==> src/design/kphp_pkg.sv <==
`default_nettype none
package kphp_pkg;

  // FNV-1a-64 prime is 2^40 + 0x1B3
  localparam int unsigned FNV_SHIFT = 40;
  localparam logic [8:0]  FNV_PRIME_LO = 9'h1B3;

  localparam int unsigned HASH_W = 64;
  localparam int unsigned POS_W  = 31;
  localparam logic [15:0] NAME_LIMIT = 16'd32768;

  localparam logic [1:0] KIND_CHAR  = 2'd0;
  localparam logic [1:0] KIND_ENTRY = 2'd1;
  localparam logic [1:0] KIND_ERROR = 2'd2;
  localparam logic [1:0] KIND_EMPTY = 2'd3;

  localparam logic [1:0] ERR_NONE      = 2'd0;
  localparam logic [1:0] ERR_SMALL     = 2'd1;
  localparam logic [1:0] ERR_TRUNCATED = 2'd2;
  localparam logic [1:0] ERR_BAD_ENTRY = 2'd3;

  localparam logic REG_PASSWORD_HASH = 1'b0;
  localparam logic REG_PACKAGE_SIZE  = 1'b1;

  // control of the shared hash round unit
  typedef struct packed {
    logic              step;
    logic              start;
    logic [HASH_W-1:0] basis;
    logic [7:0]        data;
  } fnv_ctl_t;

endpackage
`default_nettype wire

==> src/design/keyed_package_header_parser_core.sv <==
`default_nettype none
// Keyed package header parser. Package bytes arrive one per beat from byte zero; the
// first four give the entry count, and every later header byte is descrambled with a
// per-chunk FNV-1a-64 key, then decoded into entry records and 16-bit name characters.
// All hashing runs through one FNV round unit (one 64x9 multiply-add per cycle while stepping), and
// the block takes one byte at a time: ready rises again only once the accepted byte
// has been fully handled. The fourth count byte also computes the seed (four rounds),
// the first byte of each 8-byte chunk computes the chunk key (eight rounds), and the
// high byte of a name character computes the name hash (two rounds). A result waiting
// in the output register does not block the next accept; work on that next byte starts
// once the output register is free. Configuration writes are taken in any cycle and
// must be made only while the block is idle.
module keyed_package_header_parser_core (
  input  logic                          clk,
  input  logic                          rst_n,
  input  logic                          in_valid,
  output logic                          in_ready,
  input  logic [7:0]                    in_data_byte,
  input  logic                          in_last_byte,
  output logic                          out_valid,
  input  logic                          out_ready,
  output logic [1:0]                    out_kind,
  output logic [1:0]                    out_error_code,
  output logic [15:0]                   out_name_char,
  output logic [kphp_pkg::POS_W-1:0]    out_data_offset,
  output logic [31:0]                   out_uncompressed_size,
  output logic [14:0]                   out_name_length,
  output logic [kphp_pkg::HASH_W-1:0]   out_name_hash,
  output logic                          out_header_done,
  input  logic                          cfg_valid,
  output logic                          cfg_ready,
  input  logic                          cfg_index,
  input  logic [kphp_pkg::HASH_W-1:0]   cfg_data
);
  import kphp_pkg::*;

  localparam logic [3:0] PH_COUNT_LAST = 4'd3;
  localparam logic [3:0] PH_HEADER     = 4'd4;
  localparam logic [3:0] PH_NLEN_LO    = 4'd12;
  localparam logic [3:0] PH_NLEN_HI    = 4'd13;
  localparam logic [3:0] PH_CHAR_LO    = 4'd14;
  localparam logic [3:0] PH_CHAR_HI    = 4'd15;

  typedef enum logic [3:0] {
    S_IDLE, S_DECIDE, S_SEED, S_SEED_END, S_KEY, S_KEY_END,
    S_DECODE, S_NAME, S_NAME_END, S_FINISH
  } state_t;

  state_t state_r, state_nxt;

  logic [HASH_W-1:0] pwd_r, pwd_nxt;
  logic [POS_W-1:0]  pkg_r, pkg_nxt;

  logic [3:0]        phase_r, phase_nxt;
  logic [31:0]       entries_r, entries_nxt;
  logic [HASH_W-1:0] seed_r, seed_nxt;
  logic [HASH_W-1:0] key_r, key_nxt;
  logic [POS_W-1:0]  hpos_r, hpos_nxt;
  logic [31:0]       foff_r, foff_nxt;
  logic [31:0]       fsize_r, fsize_nxt;
  logic [14:0]       chars_r, chars_nxt;
  logic [15:0]       nlen_r, nlen_nxt;
  logic [7:0]        clow_r, clow_nxt;
  logic [HASH_W-1:0] nhash_r, nhash_nxt;
  logic              fin_r, fin_nxt;

  logic [7:0]        byte_r, byte_nxt;
  logic              last_r, last_nxt;
  logic              end_r, end_nxt;
  logic              res_r, res_nxt;
  logic [7:0]        v_r, v_nxt;
  logic [2:0]        round_r, round_nxt;

  logic              out_valid_r, out_valid_nxt;
  logic [1:0]        kind_r, kind_nxt;
  logic [1:0]        code_r, code_nxt;
  logic [15:0]       char_r, char_nxt;
  logic [POS_W-1:0]  doff_r, doff_nxt;
  logic [31:0]       usize_r, usize_nxt;
  logic [14:0]       olen_r, olen_nxt;
  logic [HASH_W-1:0] ohash_r, ohash_nxt;
  logic              hdone_r, hdone_nxt;

  fnv_ctl_t          fnv_ctl;
  logic [HASH_W-1:0] fnv_hash;

  logic [31:0]       abs_pos;
  logic [2:0]        lane;
  logic [7:0]        v_dec;
  logic [14:0]       chars_dec;
  logic [31:0]       entries_dec;
  logic [HASH_W-1:0] hpos_wide;
  logic              slot_free;

  kphp_fnv_unit u_fnv (
    .clk  (clk),
    .ctl  (fnv_ctl),
    .hash (fnv_hash)
  );

  assign in_ready  = (state_r == S_IDLE);
  assign cfg_ready = 1'b1;
  assign slot_free = !out_valid_r || out_ready;

  assign abs_pos     = (phase_r < PH_HEADER) ? {28'd0, phase_r} : {1'b0, hpos_r} + 32'd4;
  assign lane        = hpos_r[2:0];
  assign v_dec       = byte_r ^ key_r[{lane, 3'b000} +: 8];
  assign chars_dec   = chars_r - 15'd1;
  assign entries_dec = entries_r - 32'd1;
  assign hpos_wide   = {{(HASH_W-POS_W){1'b0}}, hpos_r};

  // shared round unit operand select
  always_comb begin
    fnv_ctl.step  = 1'b0;
    fnv_ctl.start = (round_r == 3'd0);
    fnv_ctl.basis = pwd_r;
    fnv_ctl.data  = entries_r[{round_r[1:0], 3'b000} +: 8];
    case (state_r)
      S_SEED: begin
        fnv_ctl.step = 1'b1;
      end
      S_KEY: begin
        fnv_ctl.step  = 1'b1;
        fnv_ctl.basis = seed_r;
        fnv_ctl.data  = hpos_wide[{round_r, 3'b000} +: 8];
      end
      S_NAME: begin
        fnv_ctl.step  = 1'b1;
        fnv_ctl.basis = nhash_r;
        fnv_ctl.data  = (round_r == 3'd0) ? clow_r : v_r;
      end
      default: begin
        fnv_ctl.step = 1'b0;
      end
    endcase
  end

  always_comb begin
    state_nxt   = state_r;
    pwd_nxt     = pwd_r;
    pkg_nxt     = pkg_r;
    phase_nxt   = phase_r;
    entries_nxt = entries_r;
    seed_nxt    = seed_r;
    key_nxt     = key_r;
    hpos_nxt    = hpos_r;
    foff_nxt    = foff_r;
    fsize_nxt   = fsize_r;
    chars_nxt   = chars_r;
    nlen_nxt    = nlen_r;
    clow_nxt    = clow_r;
    nhash_nxt   = nhash_r;
    fin_nxt     = fin_r;
    byte_nxt    = byte_r;
    last_nxt    = last_r;
    end_nxt     = end_r;
    res_nxt     = res_r;
    v_nxt       = v_r;
    round_nxt   = round_r;
    kind_nxt    = kind_r;
    code_nxt    = code_r;
    char_nxt    = char_r;
    doff_nxt    = doff_r;
    usize_nxt   = usize_r;
    olen_nxt    = olen_r;
    ohash_nxt   = ohash_r;
    hdone_nxt   = hdone_r;
    out_valid_nxt = out_valid_r && !out_ready;

    if (cfg_valid && cfg_ready) begin
      if (cfg_index == REG_PASSWORD_HASH) begin
        pwd_nxt = cfg_data;
      end else begin
        pkg_nxt = cfg_data[POS_W-1:0];
      end
    end

    case (state_r)
      S_IDLE: begin
        if (in_valid) begin
          byte_nxt  = in_data_byte;
          last_nxt  = in_last_byte;
          state_nxt = S_DECIDE;
        end
      end

      S_DECIDE: begin
        // hold until the output register is free
        if (slot_free) begin
          res_nxt   = 1'b0;
          kind_nxt  = KIND_CHAR;
          code_nxt  = ERR_NONE;
          char_nxt  = '0;
          doff_nxt  = '0;
          usize_nxt = '0;
          olen_nxt  = '0;
          ohash_nxt = '0;
          hdone_nxt = 1'b0;
          end_nxt   = last_r || ((abs_pos + 32'd1) >= {1'b0, pkg_r});
          round_nxt = 3'd0;
          state_nxt = S_FINISH;
          if (!fin_r) begin
            if (phase_r == 4'd0 && pkg_r < 31'd4) begin
              res_nxt  = 1'b1;
              kind_nxt = KIND_ERROR;
              code_nxt = ERR_SMALL;
              fin_nxt  = 1'b1;
            end else if (abs_pos >= {1'b0, pkg_r}) begin
              res_nxt  = 1'b1;
              kind_nxt = KIND_ERROR;
              code_nxt = ERR_TRUNCATED;
              fin_nxt  = 1'b1;
            end else if (phase_r < PH_HEADER) begin
              entries_nxt = entries_r | ({24'd0, byte_r} << {phase_r[1:0], 3'b000});
              phase_nxt   = phase_r + 4'd1;
              if (phase_r == PH_COUNT_LAST) begin
                state_nxt = S_SEED;
              end
            end else if (lane == 3'd0) begin
              state_nxt = S_KEY;
            end else begin
              state_nxt = S_DECODE;
            end
          end
        end
      end

      S_SEED: begin
        round_nxt = round_r + 3'd1;
        if (round_r == 3'd3) begin
          round_nxt = 3'd0;
          state_nxt = S_SEED_END;
        end
      end

      S_SEED_END: begin
        seed_nxt = fnv_hash;
        if (entries_r == 32'd0) begin
          res_nxt  = 1'b1;
          kind_nxt = KIND_EMPTY;
          fin_nxt  = 1'b1;
        end
        state_nxt = S_FINISH;
      end

      S_KEY: begin
        round_nxt = round_r + 3'd1;
        if (round_r == 3'd7) begin
          state_nxt = S_KEY_END;
        end
      end

      S_KEY_END: begin
        key_nxt   = fnv_hash;
        state_nxt = S_DECODE;
      end

      S_DECODE: begin
        v_nxt     = v_dec;
        hpos_nxt  = hpos_r + 31'd1;
        state_nxt = S_FINISH;
        if (phase_r[3:2] == 2'b01) begin
          foff_nxt  = foff_r | ({24'd0, v_dec} << {phase_r[1:0], 3'b000});
          phase_nxt = phase_r + 4'd1;
        end else if (phase_r[3:2] == 2'b10) begin
          fsize_nxt = fsize_r | ({24'd0, v_dec} << {phase_r[1:0], 3'b000});
          phase_nxt = phase_r + 4'd1;
        end else begin
          case (phase_r)
            PH_NLEN_LO: begin
              nlen_nxt  = {8'd0, v_dec};
              phase_nxt = PH_NLEN_HI;
            end
            PH_NLEN_HI: begin
              nlen_nxt = {v_dec, nlen_r[7:0]};
              if (foff_r > {1'b0, pkg_r} || {v_dec, nlen_r[7:0]} == 16'd0 ||
                  {v_dec, nlen_r[7:0]} >= NAME_LIMIT) begin
                res_nxt  = 1'b1;
                kind_nxt = KIND_ERROR;
                code_nxt = ERR_BAD_ENTRY;
                fin_nxt  = 1'b1;
              end else begin
                chars_nxt = v_dec[6:0] == 7'd0 && nlen_r[7:0] == 8'd0 ? 15'd0
                          : {v_dec[6:0], nlen_r[7:0]};
                nhash_nxt = pwd_r;
                phase_nxt = PH_CHAR_LO;
              end
            end
            PH_CHAR_LO: begin
              clow_nxt  = v_dec;
              phase_nxt = PH_CHAR_HI;
            end
            default: begin
              round_nxt = 3'd0;
              state_nxt = S_NAME;
            end
          endcase
        end
      end

      S_NAME: begin
        round_nxt = round_r + 3'd1;
        if (round_r == 3'd1) begin
          round_nxt = 3'd0;
          state_nxt = S_NAME_END;
        end
      end

      S_NAME_END: begin
        nhash_nxt = fnv_hash;
        chars_nxt = chars_dec;
        char_nxt  = {v_r, clow_r};
        res_nxt   = 1'b1;
        if (chars_dec != 15'd0) begin
          kind_nxt  = KIND_CHAR;
          phase_nxt = PH_CHAR_LO;
        end else begin
          entries_nxt = entries_dec;
          kind_nxt    = KIND_ENTRY;
          doff_nxt    = foff_r[POS_W-1:0];
          usize_nxt   = fsize_r;
          olen_nxt    = nlen_r[14:0];
          ohash_nxt   = fnv_hash;
          hdone_nxt   = (entries_dec == 32'd0);
          if (entries_dec == 32'd0) begin
            fin_nxt = 1'b1;
          end
          foff_nxt  = '0;
          fsize_nxt = '0;
          nlen_nxt  = '0;
          clow_nxt  = '0;
          phase_nxt = PH_HEADER;
        end
        state_nxt = S_FINISH;
      end

      S_FINISH: begin
        // stream ended, or the package size was reached, with the header incomplete: fail the package
        if (!fin_r && end_r) begin
          kind_nxt  = KIND_ERROR;
          code_nxt  = ERR_TRUNCATED;
          char_nxt  = '0;
          doff_nxt  = '0;
          usize_nxt = '0;
          olen_nxt  = '0;
          ohash_nxt = '0;
          hdone_nxt = 1'b0;
          fin_nxt   = 1'b1;
          out_valid_nxt = 1'b1;
        end else begin
          out_valid_nxt = res_r;
        end
        if (last_r) begin
          phase_nxt   = '0;
          entries_nxt = '0;
          seed_nxt    = '0;
          key_nxt     = '0;
          hpos_nxt    = '0;
          foff_nxt    = '0;
          fsize_nxt   = '0;
          chars_nxt   = '0;
          nlen_nxt    = '0;
          clow_nxt    = '0;
          nhash_nxt   = '0;
          fin_nxt     = 1'b0;
        end
        state_nxt = S_IDLE;
      end

      default: begin
        state_nxt = S_IDLE;
      end
    endcase
  end

  always_ff @(posedge clk) begin
    if (!rst_n) begin
      state_r     <= S_IDLE;
      pwd_r       <= '0;
      pkg_r       <= '0;
      phase_r     <= '0;
      entries_r   <= '0;
      seed_r      <= '0;
      key_r       <= '0;
      hpos_r      <= '0;
      foff_r      <= '0;
      fsize_r     <= '0;
      chars_r     <= '0;
      nlen_r      <= '0;
      clow_r      <= '0;
      nhash_r     <= '0;
      fin_r       <= 1'b0;
      res_r       <= 1'b0;
      end_r       <= 1'b0;
      last_r      <= 1'b0;
      round_r     <= '0;
      out_valid_r <= 1'b0;
    end else begin
      state_r     <= state_nxt;
      pwd_r       <= pwd_nxt;
      pkg_r       <= pkg_nxt;
      phase_r     <= phase_nxt;
      entries_r   <= entries_nxt;
      seed_r      <= seed_nxt;
      key_r       <= key_nxt;
      hpos_r      <= hpos_nxt;
      foff_r      <= foff_nxt;
      fsize_r     <= fsize_nxt;
      chars_r     <= chars_nxt;
      nlen_r      <= nlen_nxt;
      clow_r      <= clow_nxt;
      nhash_r     <= nhash_nxt;
      fin_r       <= fin_nxt;
      res_r       <= res_nxt;
      end_r       <= end_nxt;
      last_r      <= last_nxt;
      round_r     <= round_nxt;
      out_valid_r <= out_valid_nxt;
    end
    byte_r  <= byte_nxt;
    v_r     <= v_nxt;
    kind_r  <= kind_nxt;
    code_r  <= code_nxt;
    char_r  <= char_nxt;
    doff_r  <= doff_nxt;
    usize_r <= usize_nxt;
    olen_r  <= olen_nxt;
    ohash_r <= ohash_nxt;
    hdone_r <= hdone_nxt;
  end

  assign out_valid             = out_valid_r;
  assign out_kind              = kind_r;
  assign out_error_code        = code_r;
  assign out_name_char         = char_r;
  assign out_data_offset       = doff_r;
  assign out_uncompressed_size = usize_r;
  assign out_name_length       = olen_r;
  assign out_name_hash         = ohash_r;
  assign out_header_done       = hdone_r;

  a_emit_from_finish: assert property (@(posedge clk) disable iff (!rst_n)
    $rose(out_valid_r) |-> $past(state_r == S_FINISH))
    else $error("result raised outside the finish step");

  a_done_only_on_entry: assert property (@(posedge clk) disable iff (!rst_n)
    (out_valid_r && hdone_r) |-> (kind_r == KIND_ENTRY))
    else $error("header done flagged without a completed entry");

  a_error_clean: assert property (@(posedge clk) disable iff (!rst_n)
    (out_valid_r && kind_r == KIND_ERROR) |->
      (ohash_r == '0 && char_r == '0 && hdone_r == 1'b0 && code_r != ERR_NONE))
    else $error("error result carries payload");

  a_rearm: assert property (@(posedge clk) disable iff (!rst_n)
    (state_r == S_FINISH && last_r) |=> (phase_r == '0 && !fin_r && hpos_r == '0))
    else $error("parse state not re-armed after last beat");

  a_name_phase: assert property (@(posedge clk) disable iff (!rst_n)
    (state_r == S_NAME) |-> (phase_r == PH_CHAR_HI && chars_r != '0))
    else $error("name hash rounds outside a character");

endmodule
`default_nettype wire

==> src/design/kphp_fnv_unit.sv <==
`default_nettype none
module kphp_fnv_unit (
  input  logic                      clk,
  input  kphp_pkg::fnv_ctl_t        ctl,
  output logic [kphp_pkg::HASH_W-1:0] hash
);
  import kphp_pkg::*;

  logic [HASH_W-1:0] acc_r;
  logic [HASH_W-1:0] acc_nxt;
  logic [HASH_W-1:0] src;
  logic [HASH_W-1:0] mixed;

  // one FNV-1a round a cycle while step is high; start takes the basis in place of the accumulator
  always_comb begin
    src     = ctl.start ? ctl.basis : acc_r;
    mixed   = src ^ {{(HASH_W-8){1'b0}}, ctl.data};
    acc_nxt = (mixed << FNV_SHIFT) + (mixed * {{(HASH_W-9){1'b0}}, FNV_PRIME_LO});
  end

  always_ff @(posedge clk) begin
    if (ctl.step) begin
      acc_r <= acc_nxt;
    end
  end

  assign hash = acc_r;

endmodule
`default_nettype wire

==> config.mk <==
export PLATFORM = sky130hd
export DESIGN_NAME = keyed_package_header_parser_core
export DESIGN_NICKNAME = d
export VERILOG_FILES = /design/src/design/kphp_pkg.sv /design/src/design/keyed_package_header_parser_core.sv /design/src/design/kphp_fnv_unit.sv
export SDC_FILE = /design/constraint.sdc
export NUM_CORES = 2
export LEC_CHECK = 0
export BUFFER_PORTS_ARGS = -buffer_cell sky130_fd_sc_hd__clkbuf_2
export CAP_MARGIN = 20
export CORE_UTILIZATION = 59
export DETAILED_ROUTE_END_ITERATION = 6
export HOLD_SLACK_MARGIN = 0.1
export PLACE_DENSITY = 0.78
export SYNTH_ARGS = -nofsm -noshare
export SYNTH_HDL_FRONTEND = slang
export SYNTH_SLANG_ARGS = --single-unit
==> constraint.sdc <==
create_clock -name clk -period 25 [get_ports clk]
set_input_delay 7.5 -clock clk [delete_from_list [all_inputs] [get_ports clk]]
set_output_delay 7.5 -clock clk [all_outputs]
set_load 0.05 [all_outputs]
# == Yosys cells after proc, flatten, opt, wreduce, memory -nomap -nowiden ==
# Index checks and enable logic that the tools add are counted.
# op_classes
bitwise,6
order_cmp,6
multipliers,1
n_mux,144
add_sub_neg,8
eq_ne,47
shifts,5
n_reduce_logical,57
# op_table
cell,count
two-way mux 64 bit,9
two-way mux 32 bit,15
case mux 32 bit (3 select lines),4
case mux 64 bit (3 select lines),2
case mux 64 bit (2 select lines),2
two-way mux 15 bit,13
case mux 72 bit (2 select lines),1
case mux 15 bit (3 select lines),3
indexed part select 64 x 7 -> 8 bit,2
two-way mux 31 bit,4
bitwise OR 32 bit,3
case mux 31 bit (3 select lines),1
two-way mux 4 bit,23
adder 64 bit,1
>= comparator 32 x 31 -> 1 bit,2
logical NOT 32 bit,2
"multiplier 64 x 9 -> 64 bit, second input constant",1
<< shifter 8 x 5 -> 32 bit,2
XOR 64 x 8 -> 64 bit,1
case mux 31 bit (2 select lines),1
two-way mux 8 bit,6
case mux 16 bit (3 select lines),1
"!= test 2 bit, second input constant",23
two-way mux 2 bit,18
other kinds (66),134
# word_totals
output_inout_bits,166
wordCells,306
ff_bits,711
inputBits,79

# == Logic depth before layout (Yosys ltp) ==
# depth
ltp_word,10
ltp_mapped,31

# == Hierarchy ==
# A second synthesis with hierarchy kept.
# hier_totals
cells_unflattened,5043
hier_area_um2,46514.6
# by_module_without_submodules
module,cells_per_inst,n_inst,area_each_um2
keyed_package_header_parser_core,3618,1,32418.6
kphp_fnv_unit,1425,1,14096.0

# == Worst setup path after synthesis ==
# OpenSTA, ideal clock, no wires.
# synth_path
path_type,input port to flip-flop
startpoint,in out_ready
endpoint,"reg doff_r[0], in the netlist out_data_offset[0], enable pin"
setup_time_ns,0.663
arrival_ns,15.375
path_slack_ns,8.962
path_stages,4
path_buffers,0
path_cell_list,nand2b_1 -> nor2_1 -> nor3_1 -> nor2b_1
# synth_between
elab_chain_len,3
# synth_lines
element,line_no,source
start: declaration,keyed_package_header_parser_core.sv:21,"input logic out_ready,"
logical OR 1 bit,keyed_package_header_parser_core.sv:103,assign slot_free = !out_valid_r || out_ready;
!= test 2 bit (no source line),-,
AND reduction 4 bit (no source line),-,
end signal: assignment,keyed_package_header_parser_core.sv:425,doff_r <= doff_nxt;
end: declaration,keyed_package_header_parser_core.sv:78,"logic [POS_W-1:0] doff_r, doff_nxt;"
# Every way passes these cells.
# A chain may end at the register's enable or synchronous reset.

# == Worst setup path after layout ==
# layout_path
startpoint,reg state_r[3]
endpoint,"reg u_fnv.acc_r[61], in the netlist u_fnv.hash[61], data pin"
# layout_between
elab_chain_len,6
word_cells_on_any_way,7
cone_classes,add/sub: 1; mul: 1; eq/ne: 2; mux: 2; bitwise: 1
# layout_lines
element,line_no,source
start: declaration,keyed_package_header_parser_core.sv:49,"state_t state_r, state_nxt;"
start signal: assignment,keyed_package_header_parser_core.sv:399,state_r <= state_nxt;
equality test 4 x 3 -> 1 bit,keyed_package_header_parser_core.sv:118,case (state_r)
case mux 72 bit (2 select lines) *,keyed_package_header_parser_core.sv:118,
two-way mux 64 bit,kphp_fnv_unit.sv:16,src = ctl.start ? ctl.basis : acc_r;
XOR 64 x 8 -> 64 bit *,kphp_fnv_unit.sv:17,"mixed = src ^ {{(HASH_W-8){1'b0}}, ctl.data};"
multiplier 64 x 9 -> 64 bit,kphp_fnv_unit.sv:18,"acc_nxt = (mixed << FNV_SHIFT) + (mixed * {{(HASH_W-9){1'b0}}, FNV_PRIME_LO});"
adder 64 bit *,kphp_fnv_unit.sv:18,
net u_fnv.acc_nxt[61],kphp_fnv_unit.sv:10,logic [HASH_W-1:0] acc_nxt;
end signal: assignment,kphp_fnv_unit.sv:23,acc_r <= acc_nxt;
end: declaration,kphp_fnv_unit.sv:9,logic [HASH_W-1:0] acc_r;
# The timed path passes the listed nets; every way through them passes the cells marked *.

==> flow_summary.ini <==
[yosys]
synth_warnings = 0
ys_top_cells_by_area = dfxtp_1, edfxtp_1, fa_1
synth_cell_types = 109
ys_seq_elements = 711
synth_flop_cell = dfxtp_1
synth_edf_count = 243
yosysSeqAreaShare_pct = 35.84
yosysTopAreaCell = dfxtp_1
synth_area_per_cell_um2 = 8.992
async_flop_share_pct = 0
synth_top_area_share_pct = 20.15
synth_area_um2 = 46500
synth_nets = 5783
synthesis.instances = 5171

[cts]
clock-root-buffer = clkbuf_16
cts_buffers = 77
htree_levels = 3
cts_tree = done
cts_buffer_depth = 3
post_cts_resized = 0
clock-sinks = 711
clk_latency_ps = 640
postCtsHoldBufs = 0
path_clk_slew_ps = 70
postCtsSetupRepairBufs = 0

[final_layout]
final_cell_mix = a21oi_1, nand2_1, dfxtp_1
area.growth.synth_to_final_pct = 9.230
fin_cells = 6333
final_cell_area_um2 = 50790
drive_gt1_share_pct = 10.81
layout_commonest_cell = a21oi_1
num-fill-cells = 6364
fin_nets = 5840

[setup_path]
worst_setup_path_start_kind = flop
required_ps = 25390
cpMaxStageDelayCell = and3_2
criticalPathCategory = reg -> reg
worstPathMaxFanout = 35
arrival_ps = 9960
r2r-end = u_fnv.hash[61]$_DFFE_PP_
end_kind = flop
r2r_setup_slack_ps = 15430
path_common_cell = ha_1
r2r_start = state_r[3]$_SDFFE_PN0P_
reg2regPathDepth = 26
critPathMaxStageDelay_ps = 920

[floorplanning]
core_region_area_um2 = 77720
die_height_um = 282.7
die_area_um2 = 79940
rows = 102
start_util_pct = 59.82
num_io_pins = 245
die_x_um = 282.7

[routing]
routed_wirelength_um = 136900
num_vias = 38673
vias_per_cell = 6.107
drc_errors = 0
postRouteAntennaNets = 0
wl_per_cell_um = 21.61
dr.pass1.iters = 7
first_iter_violations = 3431

[sta]
tns_ps = 0
fin_crit_ps = 9575
period_share_pct = 38.30
rsz0062_at_grt = false
tightest_slew_ps = 1128
max_freq_mhz = 104.4
fin_worst_skew_ps = 30.06
timing.final.ws_setup_ps = 15430
hold_viol = 0
slew_viol_final = 0
final-setup-viol-count = 0
slew_headroom_pct = 24.48

[placed_design]
dp_slack_ps = 14970
place_inst = 6187
hpwl_um = 100400
gp_congestion = 0.9604
portBuffers = 243
dpl_cell_area_um2 = 48130

[global_route]
grt_antenna_before_repair = 2
grt_pass1_wl_um = 210200
grt_usage_pct = 33.96
first_global_vias = 36713
grt_start_max_net_pins = 107
grt_overflow = 0

[status]
outcome = finished clean

[flow_run]
maxCapViolCount = 0

[worst_hold_path]
min_to = fsize_r[18]$_SDFFE_PN0P_
hp-class = reg -> reg
min_from = fsize_r[18]$_SDFFE_PN0P_
hold_path_depth = 2
[logic make-up after synthesis]
group | after synthesis | share of synthesized area, %
and+or+nand+nor | 1676 | 17.15
xor gates and xnor gates | 210 | 3.956
buffers and inverters | 760 | 6.485
AOI/OAI and AO/OA | 1217 | 16.89
other | 1 | 0.008065
adders and majority gates | 533 | 17.80
DFF | 711 | 35.84
muxes | 63 | 1.862
[how the worst max path moves through the flow]
| stage | slack [ps] | to | start | cells after the start |
|---|---|---|---|---|
| floorplan | 8960 | out_data_offset[0]$_SDFFCE_PN0P_ | out_ready | 4 |
| global placement | 15000 | end_r$_SDFFE_PN0P_ | rst_n | 8 |
| detailed placement | 14970 | end_r$_SDFFE_PN0P_ | rst_n | 8 |
| CTS | 15480 | in_ready | state_r[0]$_SDFFE_PN0P_ | 4 |
| global route | 15120 | u_fnv.hash[61]$_DFFE_PP_ | state_r[3]$_SDFFE_PN0P_ | 26 |
| finish | 15430 | u_fnv.hash[61]$_DFFE_PP_ | state_r[3]$_SDFFE_PN0P_ | 26 |
[sequential cells by signal, summed over array words and instances, names as in the netlist, 32 cells and up]
| name | count |
|---|---|
| pwd_r | 64 |
| fsize_r | 32 |
| out_uncompressed_size | 32 |
| foff_r | 32 |
| entries_r | 32 |
| out_name_hash | 64 |
| nhash_r | 64 |
| seed_r | 64 |
| key_r | 64 |
| u_fnv.hash | 64 |
[worst max-delay path, delay by kind of cell (launching register included)]
kind            cells  cell delay (ps)
flops               1              420
fa+ha+maj           6             2210
simple gates        7             2510
xor+xnor            2              810
compound gates      7             1920
mux                 1              390
buf+inv             3             1030
[layout make-up]
cell class                      instances  area (µm²)  area share, %
Multi-Input combinational cell       3700       26920          53.01
Sequential cell                       711       16670          32.81
Clock buffer                          105        2186          4.304
Inverter                              451        1700          3.348
Timing Repair Buffer                  287        1599          3.148
Tap cell                             1040        1301          2.562
Clock inverter                         38       412.9         0.8130
Antenna cell                            1       2.502       0.004927
[cells in the mapped netlist, types with 17 or more instances]
cell      instances
a211oi_1         30
a211oi_2         62
a21o_1           91
a21oi_1         563
a22o_1           17
a22oi_1          61
a31oi_1          71
and2_1          177
and3_1           19
buf_1            28
buf_2            37
clkbuf_1        224
dfxtp_1         468
edfxtp_1        243
fa_1            214
ha_1            319
inv_1           451
mux2i_1          28
mux4_2           17
nand2_1         548
nand2b_1         22
nand3_1         215
nand4_1          38
nor2_1          416
nor2b_1          19
nor3_1           83
nor4_1           34
o21a_1           17
o21ai_0         137
or3_1            24
xnor2_1         129
xor2_1           81
[stage by stage]
step           util [%]  hold slack [ps]
2_1_floorplan         -            428.5
3_3_place_gp      61.90            438.0
3_5_place_dp      61.93            446.5
4_1_cts           65.27            463.7
5_1_grt           65.34            481.6
6_report          65.35            459.6
[metal layers]
metal  GRT usage (%)  vias to the layer above  part of all wire, %
met3           4.701                      367                  8.0
met1           44.15                    18492                   40
met4           17.01                        0                  5.3
met2           55.50                     1807                   46
li1                -                    18007                    -
met5               0                        -                    0
Power is left out: the tool's default activity adds up to more than one toggle a clock period on the data nets, which glitch-free logic cannot reach.
